### config.mk
export PLATFORM = sky130hd
export DESIGN_NAME = clock_calendar_field_editor
export DESIGN_NICKNAME = d
export VERILOG_FILES = /design/src/cce_pkg.sv /design/src/cce_step.sv /design/src/clock_calendar_field_editor.sv
export SDC_FILE = /design/constraint.sdc
export NUM_CORES = 1
export LEC_CHECK = 0
export BUFFER_PORTS_ARGS = -buffer_cell sky130_fd_sc_hd__buf_2
export CAP_MARGIN = 20
export CORE_MARGIN = 2
export CORE_UTILIZATION = 60
export DETAILED_ROUTE_END_ITERATION = 8
export HOLD_SLACK_MARGIN = 0.12
export PLACE_DENSITY = 0.81
export SYNTH_ARGS = -nofsm -noshare
export SYNTH_HDL_FRONTEND = slang
export SYNTH_SLANG_ARGS = --single-unit
export TNS_END_PERCENT = 50
### constraint.sdc
create_clock -name clk -period 17.2 [get_ports clk]
set_input_delay 3.44 -clock clk [delete_from_list [all_inputs] [get_ports clk]]
set_output_delay 3.44 -clock clk [all_outputs]
set_load 0.005 [all_outputs]
### src/cce_pkg.sv
// Shared types, key and field codes, and the month-length function for the
// clock/calendar field editor. Depends on nothing.
package cce_pkg;

  localparam logic [2:0] KEY_NONE   = 3'd0;
  localparam logic [2:0] KEY_TOGGLE = 3'd1;
  localparam logic [2:0] KEY_NEXT   = 3'd2;
  localparam logic [2:0] KEY_UP     = 3'd3;
  localparam logic [2:0] KEY_DOWN   = 3'd4;

  localparam logic [2:0] FLD_YEAR   = 3'd0;
  localparam logic [2:0] FLD_MONTH  = 3'd1;
  localparam logic [2:0] FLD_DAY    = 3'd2;
  localparam logic [2:0] FLD_HOUR   = 3'd3;
  localparam logic [2:0] FLD_MINUTE = 3'd4;
  localparam logic [2:0] FLD_SECOND = 3'd5;
  localparam int unsigned NUM_FIELDS = 6;

  typedef struct packed {
    logic [2:0] mode;
    logic [6:0] read_year;
    logic [3:0] read_month;
    logic [4:0] read_day;
    logic [4:0] read_hour;
    logic [5:0] read_minute;
    logic [5:0] read_second;
  } in_item_t;

  typedef struct packed {
    logic       in_set_mode;
    logic [2:0] selected_field;
    logic [6:0] out_year;
    logic [3:0] out_month;
    logic [4:0] out_day;
    logic [4:0] out_hour;
    logic [5:0] out_minute;
    logic [5:0] out_second;
    logic       write_clock;
  } out_item_t;

  typedef struct packed {
    logic       editing;
    logic [2:0] field;
    logic [6:0] year;
    logic [3:0] month;
    logic [4:0] day;
    logic [4:0] hour;
    logic [5:0] minute;
    logic [5:0] second;
  } cce_state_t;

  // Days in month; any month value outside 1..12 counts as 30.
  function automatic logic [4:0] month_len(input logic signed [7:0] m,
                                           input logic [1:0] year_lo);
    logic [4:0] len;
    begin
      if (m == 8'sd1 || m == 8'sd3 || m == 8'sd5 || m == 8'sd7 ||
          m == 8'sd8 || m == 8'sd10 || m == 8'sd12) begin
        len = 5'd31;
      end else if (m == 8'sd2) begin
        len = (year_lo == 2'd0) ? 5'd29 : 5'd28;
      end else begin
        len = 5'd30;
      end
      return len;
    end
  endfunction

endpackage

### src/cce_step.sv
// Single-pass step logic: key decode, field edit with wraps, day check.
// Depends on cce_pkg.
module cce_step (
  input  cce_pkg::cce_state_t st,
  input  cce_pkg::in_item_t   item,
  output cce_pkg::cce_state_t st_nxt,
  output cce_pkg::out_item_t  res
);
  import cce_pkg::*;

  logic              editing;
  logic              up;
  logic signed [7:0] delta;
  logic signed [7:0] v_year, v_month, v_day, v_hour, v_minute, v_second;
  logic signed [7:0] len_s;
  logic [3:0]        field_inc;
  cce_state_t        edited;

  always_comb begin
    up       = (item.mode == KEY_UP);
    delta    = up ? 8'sd1 : -8'sd1;
    v_year   = signed'({1'b0, st.year});
    v_month  = signed'({4'b0, st.month});
    v_day    = signed'({3'b0, st.day});
    v_hour   = signed'({3'b0, st.hour});
    v_minute = signed'({2'b0, st.minute});
    v_second = signed'({2'b0, st.second});

    case (st.field)
      FLD_YEAR:   v_year   = v_year + delta;
      FLD_MONTH:  v_month  = v_month + delta;
      FLD_DAY:    v_day    = v_day + delta;
      FLD_HOUR:   v_hour   = v_hour + delta;
      FLD_MINUTE: v_minute = v_minute + delta;
      FLD_SECOND: v_second = v_second + delta;
      default:    ;
    endcase

    // Day wraps both ways; others wrap only in the direction used, else stay.
    if (up) begin
      if (v_year > 8'sd99) v_year = 8'sd0;
      if (v_month > 8'sd12) v_month = 8'sd1;
    end else begin
      if (v_year < 8'sd0) v_year = 8'sd99;
      if (v_month < 8'sd1) v_month = 8'sd12;
    end
    len_s = signed'({3'b0, month_len(v_month, v_year[1:0])});
    if (v_day < 8'sd1) v_day = len_s;
    if (v_day > len_s) v_day = 8'sd1;
    if (up) begin
      if (v_hour > 8'sd23) v_hour = 8'sd0;
      if (v_minute > 8'sd59) v_minute = 8'sd0;
      if (v_second > 8'sd59) v_second = 8'sd0;
    end else begin
      if (v_hour < 8'sd0) v_hour = 8'sd23;
      if (v_minute < 8'sd0) v_minute = 8'sd59;
      if (v_second < 8'sd0) v_second = 8'sd59;
    end

    edited        = st;
    edited.year   = v_year[6:0];
    edited.month  = v_month[3:0];
    edited.day    = v_day[4:0];
    edited.hour   = v_hour[4:0];
    edited.minute = v_minute[5:0];
    edited.second = v_second[5:0];

    field_inc = {1'b0, st.field} + 4'd1;
    if (field_inc >= 4'(NUM_FIELDS)) field_inc = field_inc - 4'(NUM_FIELDS);

    editing = st.editing ^ (item.mode == KEY_TOGGLE);
    st_nxt  = st;
    st_nxt.editing = editing;
    if (!editing) begin
      st_nxt.year   = item.read_year;
      st_nxt.month  = item.read_month;
      st_nxt.day    = item.read_day;
      st_nxt.hour   = item.read_hour;
      st_nxt.minute = item.read_minute;
      st_nxt.second = item.read_second;
    end else begin
      case (item.mode)
        KEY_NEXT: st_nxt.field = field_inc[2:0];
        KEY_UP,
        KEY_DOWN: st_nxt = edited;
        default:  ;
      endcase
      st_nxt.editing = editing;
    end

    res.in_set_mode    = st_nxt.editing;
    res.selected_field = st_nxt.field;
    res.out_year       = st_nxt.year;
    res.out_month      = st_nxt.month;
    res.out_day        = st_nxt.day;
    res.out_hour       = st_nxt.hour;
    res.out_minute     = st_nxt.minute;
    res.out_second     = st_nxt.second;
    res.write_clock    = editing;
  end

endmodule

### src/clock_calendar_field_editor.sv
// Top level of the clock/calendar field editor: input register, state and
// result register around cce_step. Depends on cce_pkg and cce_step.
//
//  channel | direction | handshake          | payload
//  in_     | input     | in_valid/in_stall  | in_item  (key code + clock reading)
//  out_    | output    | out_valid/out_stall| out_item (registers, field, strobe)
//
// Items pass the input, then the result register; one per cycle sustained while
// out_stall is low. The step logic and the editor state update in the cycle an
// item leaves the input register, so each item sees the state left by the one
// before. A stalled result holds the input register; in_stall rises only
// when both stages are full. Reset gives show mode, field 0, 00-01-01 00:00:00.
module clock_calendar_field_editor (
  input  logic               clk,
  input  logic               rst_n,
  input  logic               in_valid,
  output logic               in_stall,
  input  cce_pkg::in_item_t  in_item,
  output logic               out_valid,
  input  logic               out_stall,
  output cce_pkg::out_item_t out_item
);
  import cce_pkg::*;

  logic       in_vld_r;
  in_item_t   in_item_r;
  logic       out_vld_r;
  out_item_t  out_item_r;
  cce_state_t st_r;
  cce_state_t st_nxt;
  out_item_t  res;
  logic       out_free;
  logic       fire;

  assign out_free = !out_vld_r || !out_stall;
  assign fire     = in_vld_r && out_free;
  assign in_stall = in_vld_r && !out_free;

  cce_step u_step (
    .st     (st_r),
    .item   (in_item_r),
    .st_nxt (st_nxt),
    .res    (res)
  );

  always_ff @(posedge clk) begin
    if (!rst_n) begin
      in_vld_r  <= 1'b0;
      out_vld_r <= 1'b0;
      st_r      <= '{editing: 1'b0, field: FLD_YEAR, year: 7'd0, month: 4'd1,
                     day: 5'd1, hour: 5'd0, minute: 6'd0, second: 6'd0};
    end else begin
      if (!in_stall) in_vld_r <= in_valid;
      if (out_free) out_vld_r <= fire;
      if (fire) st_r <= st_nxt;
    end
  end

  always_ff @(posedge clk) begin
    if (in_valid && !in_stall) in_item_r <= in_item;
    if (fire) out_item_r <= res;
  end

  assign out_valid = out_vld_r;
  assign out_item  = out_item_r;

  a_strobe_follows_mode: assert property (@(posedge clk) disable iff (!rst_n)
    out_valid |-> out_item.write_clock == out_item.in_set_mode)
    else $error("write strobe does not match set mode");

  a_field_range: assert property (@(posedge clk) disable iff (!rst_n)
    out_valid |-> out_item.selected_field < 3'(NUM_FIELDS))
    else $error("selected field out of range");

  a_state_held_while_blocked: assert property (@(posedge clk) disable iff (!rst_n)
    !fire |=> $stable(st_r))
    else $error("editor state changed without an item");

  a_stall_only_when_full: assert property (@(posedge clk) disable iff (!rst_n)
    in_stall |-> (in_vld_r && out_vld_r))
    else $error("input stalled with a free stage");

endmodule
==> metrics <==
run status finished, final reports clean; startpoint class of the critical path primary input; Max-cap violations 0; Layout Skew 5.830 ps; Final #Nets 923; vias in the first global route 5922; M1 GR Usage 38.45%; die width 113.9 um; synthesis-to-finish area growth 10.58%; Pins Over Slew Limit 0; share of layout cells above drive strength 1 15.46%; Post-CTS Resized 0; Seq/Total Area, Yosys 41.06%; Fillers 930; Slew @ Worst Pin 809.5 ps; Pre-antenna DRT Iters 6; vias per cell 6.627; first-pass GRT wire length 29380 um; Setup CP Type in -> out; Hold Worst Slack 505.3 ps; CP Max Fanout 3; clk_lat worst skew 350 ps; gpl congestion 0.8997; CTS clk-pin slew, worst paths 80 ps; Slew HR 45.97%; initial DRC count 525; commonest non-fill, non-tap cell in the layout nor2_1; Die H 113.9 um; total track usage 28.27%; Residual DRC 0; clock sink count 112; Final setup violation count 0; crit share post-route 42.83%; remaining antenna violation count after routing 0; RSZ-0062 raised after global routing false; Synth cell types 89; crit path DAT 3930 ps; vias 6547; cts bufs inserted 9; IO Port Bufs 79; initial antenna violation count 0; setup TNS 0 ps; Core Area 0.01191 mm^2; final hold vios 0; Post-Synthesis Cell Area 0.007241 mm^2; #FFs+latches synth 112; cells after synthesis 783; Initial Util 60.79%; Peak VDD IR 0.00004921 V; Async S/R FF share, synth 0%; Most Crowded Layer GR met2; reg-to-reg slack, setup 11190 ps; met2 global-route usage 47.35%; warnings from Yosys 0; Primary FF master, synth edfxtp_1; syn nets 870; Synth Area per Inst 9.247 um^2; Power per Cell Area 85.78 mW/mm^2; I/O Pins 80; worst min path class reg -> reg; Final HPWL DP 12320 um; Routed WL 18560 um; largest net degree at the start of global routing 66; CP Capture Type primary output; Clock Root Buffer clkbuf_16; Pleak 0.003113 uW; # diodes 0; Placement Rows 40; minimum clock period 7366 ps; number of enable flip-flop cells after synthesis 73; M3 GR Usage 3.294%; CTS Hold Bufs 0; Die ar. 0.01296 mm^2; total gr overflow 0; H-tree depth 3; commonest cells after routing, fill and taps aside nor2_1 (81), buf_2 (79), edfxtp_1 (73); Final Util 67.22%; CTS tree yes; CTS max path bufs 2; DR WL/cell 18.79 um; Peak Freq 135.8 MHz; setup bufs post-CTS 0; Worst EP required 13760 ps
==> flip-flops by register name, indices dropped and copies added (netlist names) <==
signal     count
out_item      37
st_r          37
in_item_r     36
in_vld_r       1
out_valid      1
==> synth_stat cells (all sizes together), types with 9 or more instances <==
library cell | n | area, um^2
buf | 10 | 68.82
o21a | 13 | 97.59
dfxtp | 39 | 780.8
xnor2 | 9 | 78.83
a211oi | 18 | 135.1
a21o | 9 | 67.56
or3 | 14 | 92.59
edfxtp | 73 | 2192
a21oi | 60 | 311.5
nor2b | 11 | 71.32
and3 | 11 | 68.82
nor3 | 16 | 80.08
inv | 36 | 135.1
nor2 | 81 | 304.0
o21ai | 46 | 230.2
nand2b | 9 | 56.30
nand3 | 21 | 105.1
a31oi | 19 | 118.9
ha | 42 | 525.5
clkbuf | 34 | 128.9
nand2 | 63 | 236.5
==> cell type report <==
class                      count  area (um^2)  share of cell area (%)
clock buffer                   9        225.2                   2.813
clock inverter                 7        78.83                  0.9845
inverter                      37        138.9                   1.735
multi-input combinational    590         3946                   49.29
sequential                   112         2973                   37.13
tap                          147        183.9                   2.297
timing repair buffer          86        460.4                   5.751
==> through the flow <==
| step | cells | area [um^2] | total power (uW) | setup WS, ps |
|---|---|---|---|---|
| 6_report | 988 | 8006 | 686.8 | 9834 |
| 5_1_grt | 988 | 8006 | 714.8 | 9806 |
| 3_5_place_dp | 971 | 7682 | 470.5 | 9841 |
| 3_3_place_gp | 971 | 7682 | 463.1 | 9860 |
| 2_1_floorplan | 783 | 7241 | 431.1 | 10130 |
| 4_1_cts | 987 | 7986 | 684.5 | 9837 |
==> per-layer routing <==
layer	up-vias	part of all wire, %
li1	3062	-
met1	3087	41
met2	359	49
met3	39	8.3
met4	0	2.2
met5	-	0
==> power by group <==
part | switching [uW] | internal, uW
registers | 12.5 | 305
clock network | 101 | 115
logic | 92.7 | 60.7
total | 207 | 480
==> logic make-up (layout without fill, tap and decap cells) <==
group                      after synthesis  count (layout)  synth area share [%]
and+or+nand+nor                        268             268                 18.59
AOI/OAI and AO/OA                      254             254                 24.19
DFF                                    112             112                 41.06
buffers and inverters                   81             139                 4.648
adders and majority gates               47              47                 8.640
xor gates and xnor gates                15              15                 2.005
muxes                                    6               6                0.8640
==> path summary, 6_finish.rpt <==
path                 startpoint      endpoint  cells after the start
setup / recovery      out_stall      in_stall                      3
hold / removal         in_vld_r     out_valid                      2
setup reg to reg  in_item_r[35]  out_item[22]                     19
hold reg to reg        in_vld_r     out_valid                      2
==> worst max-delay path, stage by stage <==
cell    delay, ps
buf_2         100
and3_1        240
buf_2         140
Note: power is estimated with default switching activity, not from simulation.
